===== src/nadf_pkg.sv =====
// Shared types, constants and helpers for the number to ASCII digit formatter.
// Used by nadf_ctrl, nadf_dp and number_to_ascii_digit_formatter; no dependencies.
package nadf_pkg;

  localparam int VALUE_W = 24;
  localparam int COUNT_W = 3;
  localparam int CHAR_W  = 8;

  // x / 10 == (x * DIV10_MAGIC) >> DIV10_SHIFT, exact for any x below 2**26
  localparam logic [VALUE_W-1:0] DIV10_MAGIC = 24'hCCCCCD;
  localparam int                 DIV10_SHIFT = 27;

  localparam logic [CHAR_W-1:0] ASCII_ZERO = 8'h30;
  localparam logic [CHAR_W-1:0] ASCII_A    = 8'h41;
  localparam logic [CHAR_W-1:0] ASCII_DOT  = 8'h2E;

  typedef enum logic [1:0] {
    MODE_DEC  = 2'd0,
    MODE_FIX1 = 2'd1,
    MODE_FIX2 = 2'd2,
    MODE_HEX  = 2'd3
  } fmt_mode_t;

  typedef enum logic [1:0] {
    ST_IDLE,
    ST_CONV,
    ST_EMIT
  } state_t;

  typedef struct packed {
    logic load;
    logic step;
    logic emit;
  } dp_cmd_t;

  typedef struct packed {
    logic skip;       // item produces no characters
    logic conv_done;  // all needed decimal digits are stored
    logic last_pos;   // position counter is at the rightmost character
    logic out_free;   // output register can take a character this cycle
  } dp_sts_t;

  // '0'..'9' then 'A'..'F'
  function automatic logic [CHAR_W-1:0] digit_char(input logic [3:0] d);
    if (d < 4'd10) begin
      return ASCII_ZERO + {4'd0, d};
    end else begin
      return ASCII_A + {4'd0, d} - 8'd10;
    end
  endfunction

endpackage


===== src/nadf_ctrl.sv =====
// Controller for the digit formatter: load, convert and emit sequencing.
// Depends on nadf_pkg; drives nadf_dp through command and status structs.
module nadf_ctrl (
  input  logic              clk,
  input  logic              rst,
  input  logic              in_valid,
  output logic              in_stall,
  input  nadf_pkg::dp_sts_t sts,
  output nadf_pkg::dp_cmd_t cmd
);

  nadf_pkg::state_t state;
  nadf_pkg::state_t state_next;

  always_ff @(posedge clk) begin
    if (rst) begin
      state <= nadf_pkg::ST_IDLE;
    end else begin
      state <= state_next;
    end
  end

  always_comb begin
    state_next = state;
    case (state)
      nadf_pkg::ST_IDLE: begin
        if (in_valid) state_next = nadf_pkg::ST_CONV;
      end
      nadf_pkg::ST_CONV: begin
        if (sts.skip) begin
          state_next = nadf_pkg::ST_IDLE;
        end else if (sts.conv_done) begin
          state_next = nadf_pkg::ST_EMIT;
        end
      end
      nadf_pkg::ST_EMIT: begin
        if (sts.out_free && sts.last_pos) state_next = nadf_pkg::ST_IDLE;
      end
      default: state_next = nadf_pkg::ST_IDLE;
    endcase
  end

  always_comb begin
    cmd      = '0;
    in_stall = 1'b1;
    case (state)
      nadf_pkg::ST_IDLE: begin
        // no item is taken while reset is held
        in_stall = rst;
        cmd.load = in_valid && !rst;
      end
      nadf_pkg::ST_CONV: begin
        cmd.step = !sts.skip && !sts.conv_done;
      end
      nadf_pkg::ST_EMIT: begin
        cmd.emit = sts.out_free;
      end
      default: begin
        in_stall = 1'b1;
      end
    endcase
  end

`ifndef SYNTHESIS
  a_load_only_idle: assert property (@(posedge clk) disable iff (rst)
    cmd.load |-> !in_stall)
    else $error("load issued while busy");

  a_one_cmd: assert property (@(posedge clk) disable iff (rst)
    $countones({cmd.load, cmd.step, cmd.emit}) <= 1)
    else $error("more than one datapath command");

  a_last_to_idle: assert property (@(posedge clk) disable iff (rst)
    (cmd.emit && sts.last_pos) |=> !in_stall)
    else $error("not ready after final character");
`endif

endmodule


===== config.mk =====
export PLATFORM = sky130hd
export DESIGN_NAME = nadf_ctrl
export DESIGN_NICKNAME = d
export VERILOG_FILES = /design/src/nadf_pkg.sv /design/src/nadf_ctrl.sv
export SDC_FILE = /design/constraint.sdc
export NUM_CORES = 1
export LEC_CHECK = 0
export BUFFER_PORTS_ARGS = -buffer_cell sky130_fd_sc_hd__buf_2
export CAP_MARGIN = 20
export CORE_AREA = 5 5 42 44
export CTS_BUF_LIST = sky130_fd_sc_hd__clkbuf_4 sky130_fd_sc_hd__clkbuf_8 sky130_fd_sc_hd__clkbuf_16
export DETAILED_ROUTE_END_ITERATION = 12
export DIE_AREA = 0 0 47 49
export PLACE_DENSITY_LB_ADDON = 0.1
export SYNTH_ARGS = -nofsm -noshare
export SYNTH_HDL_FRONTEND = slang
export SYNTH_SLANG_ARGS = --single-unit
export TNS_END_PERCENT = 1

===== constraint.sdc =====
create_clock -name clk -period 0.9 [get_ports clk]
set_input_delay 0.18 -clock clk [delete_from_list [all_inputs] [get_ports clk]]
set_output_delay 0.18 -clock clk [all_outputs]
set_load 0.1 [all_outputs]

Word level (Yosys, flattened, before mapping)
Cells that the tools add are included.
Widths: inputs -> output; s select.
- mux-type cells: 9
- eq/ne operators: 5
- reduce and logical (&&, ||, !) cells: 8
- operators by type and width (kind ; number):
    $mux 2 ; 4
    $pmux 2 s3 ; 1
    $mux 1 ; 4
    $ne 2x2->1 const B ; 2
    $logic_and 1x1->1 ; 3
    $logic_not 1->1 ; 3
    $ne 3x3->1 const B ; 1
    $reduce_and 3->1 ; 1
    $eq 2x1->1 const B ; 1
    $eq 2x2->1 const B ; 1
    $logic_not 2->1 ; 1
- word-level logic and storage cells: 23
- output and inout port bits: 4
- flip-flop bits (word level): 2
- input port bits: 7

Longest topological paths before layout
Gate-level depths: netlist (run 1).
- depth in word-level cells: 3
- depth in mapped cells: 3
- depth with buffers taken out: 3

Least setup slack after synthesis (run 1)
Ideal clock, no wire load.
- path kind: register -> register
- start: register state[1]
- end: register state[0]
- clock period less this slack: 3960 ps
- path buffers: 0
- path slack: -3060 ps
- arrival: 3890 ps
- cell stages (with the launch flop): 3
- data required time: 830 ps
- library setup time: 70 ps
- cells stage by stage: dfxtp_1 > nor4b_1 > a21o_1
- longest elaborated chain between the ends: 3
- elaborated cells between the ends (all ways): 8
- classes of those cells: eq/ne: 5; mux: 1; reduce/logical: 2
- ends and longest elaborated chain (item ; line ; text):
    from (decl) ; nadf_ctrl.sv:12 ; nadf_pkg::state_t state;
    from (signal assigned) ; nadf_ctrl.sv:17 ; state <= nadf_pkg::ST_IDLE;
    from (signal assigned) ; nadf_ctrl.sv:19 ; state <= state_next;
    $eq 2x1->1 (tied with other cells) ; nadf_ctrl.sv:25 ; case (state)
    $ne 3x3->1 (no source line) / $ne 2x2->1 (equally long branches) ; n/a ;
    $reduce_and 3->1 (no source line) ; n/a ;
Several ways; a longest one is shown, not always the timed one.
A chain may end at the register's enable or synchronous reset.

==> summary.md, run 1 <==
| Metric | Value |
|---|---|
| Max clock buf depth | 2 |
| NetSw | 148 uW |
| Core Region | 0.00140 sq mm |
| Arr. time, crit path | 1210 ps |
| Gr usage total | 0.0500 |
| Design Area, Final | 330 sq um |
| Placed cell areas | 293 sq um |
| Pre-CTS setup slack | -280 ps |
| First-pass GRT wire length | 834 um |
| Status | finished with violations |
| Max FFs per register | 2 |
| Finished Layout Cells | 48 |
| Hpwl dp | 373 um |
| Clock sinks | 2 |
| Slew Limit Fails | 0 |
| RSZ-0062 raised after global routing | yes |
| R2R cell count | 5 |
| Die height | 49 um |
| Antenna Violating Nets Remaining | 0 |
| Internal power | 308 uW |
| Final Hold Vio Count | 0 |
| Sequential group share of total power | 0.215 |
| Peak Freq | 722 MHz |
| Largest net degree at the start of global routing | 5 |
| IO buf count | 10 |
| Vias in the first global route | 191 |
| GP Congestion | 0.683 |
| Hold WC Path Type | primary input to register |
| Synth unique cells | 10 |
| H-tree depth | 1 |
| Antenna cells | 0 |
| Setup violators final | 6 |
| Critical path's slowest cell | or3_4 |
| Die X | 47 um |
| Period minus WS final | 1390 ps |
| Max-cap violations | 0 |
| Clock power share | 0.423 |
| Die ar. | 0.00230 sq mm |
| Met2 usage | 0.0701 |
| WHS | 230 ps |
| Sequential fraction of the synthesis area | 0.340 |
| Vias per cell | 3.38 |
| Max FO, Critical Path | 2 |
| Failing checks | negative setup slack |
| Flop2flop setup slack | -240 ps |
| Grt met3 use | 0.0221 |
| Relative slew slack | 0.681 |
| I/O pin count | 11 |
| Nets | 41 |
| Logic gate share of total power | 0.362 |
| Switching Share | 0.324 |
| Clock Tree Root | clkbuf_4 |
| Post-Route WL | 450 um |
| Critical path launch point type | register |
| PnR worst setup slack | -485 ps |
| Synth-to-layout area growth | 181% |
| Total CTS buffers | 3 |
| Critical path endpoint category | primary output |
| Ys Warns | 0 |
| Worst path cell trace | or3_4 > nor2_4 > buf_12 |
| Crit path kind | register to primary output |
| Mapped Nets | 20 |
| Syn avg cell area | 9.05 sq um |
| Clock latency on the worst-skew pair | 220 ps |
| Final Core Density | 0.236 |
| Top Usage Layer GRT | met2 |
| Critical R2R Launch | state[0]$_SDFFE_PP0P_ |
| Initial antenna violation count | 0 |
| Grt total ovfl | 0 |
| Met1 global-route usage | 0.0548 |
| DRT iter0 DRCs | 0 |
| Inst Count DP | 44 |
| Required @ worst endpoint | 720 ps |
| Reg with most FFs | state |
| Layout cells sized above 1 | 0.844 |
| CTS tree | done |
| PwrDens | 1380 mW/mm^2 |
| Final Cycle Share | 1.54 |
| Slowest stage delay, CP | 380 ps |
| Drt first pass iters | 1 |
| Hold_buf cts | 0 |
| Via count | 162 |
| Worst setup startpoint | state[0]$_SDFFE_PP0P_ |
| Least-Margin Pin Slew | 482 ps |
| Rows | 14 |
| Seq cells post-synth | 2 |
| Post-Synthesis Cells | 13 |
| Initial Utilization | 0.0839 |
| Residual DRC | 0 |
| Setup_tns | -2050 ps |
| Peak supply drop | 379 uV |
| R2R Path End | state[0]$_SDFFE_PP0P_ |
| Worst setup path endpoint | cmd[2] |
| Reg clk slew, reported paths | 30 ps |
| Total chip power | 456 uW |
| Wire length per cell | 9.38 um |
| Skew final | 1.75 ps |
| Static leakage | 0.160 nW |
| Largest regs | state: 2 flops |
| Cell Area, Synth | 118 sq um |
[critical path, delay by kind of cell (launching register included)]
family | cells | cell delay [ps]
buf+inv | 1 | 180
flops | 1 | 310
simple gates | 2 | 500
[cell families (layout without fill, tap and decap cells)]
logic type / count (synthesis) / after routing / share of synthesized area
flip-flops: 2 / 2 / 0.340
AO/OA/AOI/OAI: 3 / 3 / 0.149
buffers and inverters: 2 / 21 / 0.0639
AND/OR/NAND/NOR: 6 / 6 / 0.447
[Yosys cell counts]
library cell | count | area share
nor2_1 | 1 | 0.032
nor2_2 | 1 | 0.053
dfxtp_1 | 2 | 0.34
a21o_1 | 1 | 0.064
and4bb_2 | 1 | 0.11
inv_1 | 2 | 0.064
a21oi_1 | 2 | 0.085
or3_4 | 1 | 0.096
and3b_2 | 1 | 0.085
nor4b_1 | 1 | 0.074
[how the worst min path moves through the flow]
stage	start	end	slack (ps)	depth (start not counted)
after floorplan	rst	state[1]$_SDFFE_PP0P_	240	1
after global placement	rst	state[1]$_SDFFE_PP0P_	450	3
after detailed placement	rst	state[1]$_SDFFE_PP0P_	460	3
after CTS	rst	state[1]$_SDFFE_PP0P_	220	3
after global routing	rst	state[1]$_SDFFE_PP0P_	240	3
final	rst	state[1]$_SDFFE_PP0P_	230	3
[per-layer routing]
metal  vias up  wire (um)
met5         -          0
met4         0          0
met2         7        226
li1         85          -
met3         0         66
met1        70        157
[cell usage in the layout, fill, tap and decap left out, drive strengths merged]
cell type	Yosys	routed
or3	1	1
nor2	2	2
and4bb	1	1
a21o	1	1
inv	2	2
dfxtp	2	2
clkbuf	0	3
buf	0	16
a21oi	2	2
nor4b	1	1
and3b	1	1
[cell type report]
cell class,instances,area (sq um)
Fill cell,167,1070
Clock buffer,3,22.5
Multi-Input combinational cell,9,93.8
Sequential cell,2,42.5
Tap cell,16,20.0
Timing Repair Buffer,16,144
Inverter,2,7.51
[power groups by stage]
| stage | clock network (mW) | registers, mW | logic (mW) |
|---|---|---|---|
| 6_report | 0.193 | 0.0979 | 0.165 |
| 5_1_grt | 0.209 | 0.0989 | 0.176 |
| 4_1_cts | 0.208 | 0.0980 | 0.168 |
| 3_5_place_dp | 0 | 0.0989 | 0.160 |
| 3_3_place_gp | 0 | 0.0991 | 0.159 |
| 2_1_floorplan | 0 | 0.101 | 0.0948 |
[timing repair]
item / CTS / global route
resized for setup: 2 / 0
setup buffers: 1 / 0
pin swaps: 2 / 1
setup endpoints to repair: 6 / 6
No activity file was read; power rests on OpenSTA's default activity.
==> run 2: changes to the inputs <==
CELL_PAD_IN_SITES_DETAIL_PLACEMENT = 0   (was not set)
CELL_PAD_IN_SITES_GLOBAL_PLACEMENT = 2   (was not set)
==> run 2 against run 1 <==
  * The flow still finishes with violations (negative setup slack)
  * Via count decreased by 3.1%
  * Sequential power about the same
  * Maximum frequency down 1.6%
  * Largest cell class unchanged
  * Worst hold slack got worse by 12 ps
  * Design area decreased by 1.5%
  * Clock power is essentially flat
  * Non-clock buffer count fell by 1
==> summary.md, run 2 (synthesis results as in run 1) <==
| Metric | Value |
|---|---|
| Residual DRC | 0 |
| Leading cell types in the layout, fill and taps excluded | buf_2 (6), buf_4 (5), clkbuf_4 (3), buf_12 (3) |
| Filler cells | 163 |
| DRT iter0 DRCs | 1 |
| Arr. time, crit path | 1230 ps |
| Critical path endpoint category | primary output |
| Status | finished with violations |
| Grt total ovfl | 0 |
| IO buf count | 10 |
| Period minus WS final | 1410 ps |
| CTS tree | done |
| # Post-CTS Setup Buffers | 0 |
| Critical path launch point type | register |
| Total CTS buffers | 3 |
| Total chip power | 456 uW |
| Post-Route WL | 437 um |
| Initial antenna violation count | 0 |
| Peak Freq | 711 MHz |
| Setup violators final | 6 |
| Failing checks | negative setup slack |
| Vias per cell | 3.34 |
| Slowest stage delay, CP | 400 ps |
| Max clock buf depth | 2 |
| Vias in the first global route | 188 |
| Crit path kind | register to primary output |
| Die height | 49 um |
| Antenna cells | 0 |
| Die ar. | 0.00230 sq mm |
| Slew Limit Fails | 0 |
| Wire length per cell | 9.30 um |
| PwrDens | 1400 mW/mm^2 |
| Gates resized, CTS repair | 2 |
| Relative slew slack | 0.774 |
| GP Congestion | 0.650 |
| First-pass GRT wire length | 738 um |
| Max FO, Critical Path | 2 |
| RSZ-0062 raised after global routing | yes |
| Critical path's slowest cell | or3_4 |
| Nets | 40 |
| Most common cell after layout, fill and taps aside | buf_2 |
| Hold WC Path Type | primary input to register |
| Peak supply drop | 384 uV |
| Antenna Violating Nets Remaining | 0 |
| Final Cycle Share | 1.56 |
| Hold_buf cts | 0 |
| Reg with most FFs | state |
| Worst path cell trace | or3_4 > nor2_4 > buf_12 |
| Drt first pass iters | 2 |
| Max FFs per register | 2 |
| Largest regs | state: 2 flops |
| I/O pin count | 11 |
| CP top delay family | simple AND/OR/NAND/NOR gates |
| Static leakage | 0.157 nW |
| Gr usage total | 0.0457 |
| Core Region | 0.00140 sq mm |
| Clock sinks | 2 |
| PnR worst setup slack | -507 ps |
| WHS | 218 ps |
| Largest net degree at the start of global routing | 5 |
| Clock latency on the worst-skew pair | 220 ps |
| Rows | 14 |
| Crit path buf inv count | 1 |
| Max-cap violations | 0 |
| Skew final | 2.36 ps |
| Hpwl dp | 356 um |
| Via count | 157 |
| Synth-to-layout area growth | 177% |
| Least-Margin Pin Slew | 338 ps |
| H-tree depth | 1 |
| Clock Tree Root | clkbuf_4 |
| Reg clk slew, reported paths | 30 ps |
| Die X | 47 um |
| Final Hold Vio Count | 0 |
| Initial Utilization | 0.0839 |
| Layout cells sized above 1 | 0.839 |
| Required @ worst endpoint | 720 ps |
run 2: cell count changes in the layout (fill, tap and decap cells not counted):
cell,change
buf_2,-1
run 2: final timing paths:
kind | start | end | slack, ps | depth (start not counted)
worst max-delay path | state[1]$_SDFFE_PP0P_ | cmd[2] | -510 | 3
worst min-delay path | rst | state[1]$_SDFFE_PP0P_ | 220 | 3
worst max register to register | state[1]$_SDFFE_PP0P_ | state[0]$_SDFFE_PP0P_ | -200 | 4
worst min register to register | state[1]$_SDFFE_PP0P_ | state[1]$_SDFFE_PP0P_ | 600 | 3
run 2: final cells by class:
class | instances | area (sq um) | share of cell area
tap | 16 | 20.0 | 0.0615
timing repair buffer | 15 | 139 | 0.427
multi-input combinational | 9 | 93.8 | 0.288
inverter | 2 | 7.51 | 0.0231
sequential | 2 | 42.5 | 0.131
clock buffer | 3 | 22.5 | 0.0692
run 2: metal layers:
layer	up-vias	wire, um	GRT usage
met2	7	223	0.0701
met3	0	57	0.0258
met1	67	155	0.0460
met5	-	0	0
li1	83	-	-
met4	0	0	0.0276
run 2: worst register-to-register path, stage by stage (launching register included):
cell and delay [ps]:
dfxtp_2 310, buf_4 140, nor4b_4 330, buf_4 170, a21o_1 90
run 2: power breakdown:
group | switching (mW) | internal [mW] | total, mW
sequential | 0.00304 | 0.0952 | 0.0982
clock | 0.0464 | 0.147 | 0.193
combinational | 0.0983 | 0.0664 | 0.165
run 2: through the flow:
stage / setup slack [ps] / cell area [sq um] / utilization / cells / TNS, ps
after floorplan: -754 / 140 / - / 13 / -2410
after global placement: -282 / 293 / 0.209 / 44 / -1190
after detailed placement: -284 / 293 / 0.209 / 44 / -1210
after CTS: -528 / 323 / 0.230 / 47 / -2200
after global routing: -554 / 325 / 0.232 / 47 / -2330
final: -507 / 325 / 0.232 / 47 / -2030
==> run 3: changes to the inputs <==
clock period = 1.25 ns   (was 0.9 ns; I/O delays follow)
==> run 3 against run 2 <==
  * Via count is 3.8% lower
  * Highest routed layer unchanged
  * Worst hold slack better by 72 ps
  * Global-route usage is 0.28 points higher
  * Wire length is 11% lower
  * Non-clock buffer count is 1 lower
  * First-iteration DRC count grew to 3.0 times the previous value
  * Sequential share of layout area is 0.20 points higher
  * Core utilization is 0.36 points lower
  * Worst setup slack better by 300 ps
  * Clock-buffer cell count stayed put
  * The flow still finishes with violations (negative setup slack)
  * Register-to-register slack better by 400 ps
  * Critical path type unchanged
==> summary.md, run 3 (synthesis results as in run 1) <==
| Metric | Value |
|---|---|
| Largest net degree at the start of global routing | 5 |
| Layout cells sized above 1 | 0.800 |
| Skew final | 1.98 ps |
| Vias per cell | 3.28 |
| Total chip power | 326 uW |
| Wire length per cell | 8.48 um |
| Critical path launch point type | register |
| Die ar. | 0.00230 sq mm |
| Final Hold Vio Count | 0 |
| # Post-CTS Setup Buffers | 0 |
| Hpwl dp | 334 um |
| Worst setup startpoint | state[0]$_SDFFE_PP0P_ |
| Hold WC Path Type | primary input to register |
| Total CTS buffers | 3 |
| Gr usage total | 0.0485 |
| Arr. time, crit path | 1210 ps |
| Switching Share | 0.326 |
| Nets | 39 |
| Required @ worst endpoint | 1000 ps |
| Rows | 14 |
| Via count | 151 |
| Worst path cell trace | or3_4 > nor2_4 > buf_12 |
| Leading cell types in the layout, fill and taps excluded | buf_2 (7), buf_12 (4), clkbuf_4 (3), buf_4 (3) |
| Die height | 49 um |
| Peak supply drop | 314 uV |
| I/O pin count | 11 |
| Initial antenna violation count | 0 |
| Pre-CTS setup slack | -84.9 ps |
| Clock sinks | 2 |
| Worst setup path endpoint | cmd[2] |
| Vias in the first global route | 179 |
| Die X | 47 um |
| Drt first pass iters | 2 |
| Setup violators final | 4 |
| PwrDens | 1020 mW/mm^2 |
| CP top delay family | simple AND/OR/NAND/NOR gates |
| Max FO, Critical Path | 2 |
| Filler cells | 160 |
| Clock Tree Root | clkbuf_4 |
| Failing checks | negative setup slack |
| WHS | 290 ps |
| Status | finished with violations |
| H-tree depth | 1 |
| Initial Utilization | 0.0839 |
| NetSw | 106 uW |
| Peak Freq | 684 MHz |
| Period minus WS final | 1460 ps |
| Crit path kind | register to primary output |
| GP Congestion | 0.657 |
| Critical R2R Launch | state[0]$_SDFFE_PP0P_ |
| Slew Limit Fails | 0 |
| RSZ-0062 raised after global routing | yes |
| Flop2flop setup slack | 200 ps |
| Largest regs | state: 2 flops |
| Antenna cells | 0 |
| IO buf count | 10 |
| R2R cell count | 4 |
| Relative slew slack | 0.680 |
| DRT iter0 DRCs | 3 |
| Slowest stage delay, CP | 380 ps |
| Max FFs per register | 2 |
| Clock latency on the worst-skew pair | 220 ps |
| Crit path buf inv count | 1 |
| Grt total ovfl | 0 |
| Synth-to-layout area growth | 172% |
| Least-Margin Pin Slew | 484 ps |
| Internal power | 220 uW |
| Inst Count DP | 43 |
| Max-cap violations | 0 |
| Core Region | 0.00140 sq mm |
| Post-Route WL | 390 um |
| Antenna Violating Nets Remaining | 0 |
| Reg clk slew, reported paths | 30 ps |
| Logic gate share of total power | 0.351 |
| First-pass GRT wire length | 724 um |
| PnR worst setup slack | -211 ps |
| Finished Layout Cells | 46 |
| Max clock buf depth | 2 |
| Sequential group share of total power | 0.217 |
| CTS tree | done |
| Reg with most FFs | state |
| Setup_tns | -687 ps |
| Final Cycle Share | 1.17 |
| Critical path endpoint category | primary output |
| Most common cell after layout, fill and taps aside | buf_2 |
| Critical path's slowest cell | or3_4 |
| Clock power share | 0.432 |
| Residual DRC | 0 |
| Instance count on the critical path | 3 |
| Static leakage | 0.151 nW |
| R2R Path End | state[0]$_SDFFE_PP0P_ |
[run 3: changes by cell type in the layout (fill, tap and decap cells not counted), sizes merged]
cell / change
buf: -1
[run 3: area by class of cell]
class / count / area (sq um) / area share
repair buffers: 14 / 138 / 0.430
multi-input cells: 9 / 90.1 / 0.281
flip-flops and latches: 2 / 42.5 / 0.133
clock buffers: 3 / 22.5 / 0.0703
well taps: 16 / 20.0 / 0.0625
inverters: 2 / 7.51 / 0.0234
[run 3: timing repair]
item                                    4_1_cts  5_1_grt
resized for setup                             0        0
endpoints found under the setup margin        4        4
cloned                                        0        0
pin swaps                                     1        0
hold buffers                                  0        0
[run 3: per-stage QoR]
step                cell area (sq um)  utilization
detailed placement                298        0.213
global placement                  298        0.213
floorplan                         140            -
global route                      320        0.229
CTS                               320        0.229
finish                            320        0.229
[run 3: metal layers]
metal | GRT usage | routed length, um | up-vias | share of wire
li1 | - | - | 82 | -
met1 | 0.0416 | 126 | 67 | 0.32
met2 | 0.0656 | 249 | 2 | 0.64
met3 | 0.0332 | 15 | 0 | 0.038
met4 | 0.0553 | 0 | 0 | 0
met5 | 0 | 0 | - | 0
[run 3: worst min path at each step]
stage          startpoint               endpoint  slack [ps]  cells after the start
6_report              rst  state[1]$_SDFFE_PP0P_         290                      3
5_1_grt               rst  state[1]$_SDFFE_PP0P_         280                      3
4_1_cts               rst  state[1]$_SDFFE_PP0P_         280                      3
3_5_place_dp          rst  state[1]$_SDFFE_PP0P_         520                      3
3_3_place_gp          rst  state[1]$_SDFFE_PP0P_         520                      3
2_1_floorplan         rst  state[1]$_SDFFE_PP0P_         310                      1
[run 3: power groups by stage]
stage / logic (mW) / clock network, mW / registers [mW]
finish: 0.114 / 0.141 / 0.0707
global route: 0.120 / 0.170 / 0.0708
CTS: 0.116 / 0.151 / 0.0707
detailed placement: 0.116 / 0 / 0.0716
global placement: 0.116 / 0 / 0.0717
floorplan: 0.0687 / 0 / 0.0725
[run 3: worst register-to-register path: stages (launching register included)]
cell	delay [ps]
dfxtp_2	310
or3_4	380
nor2_4	120
buf_4	120
a21o_1	70
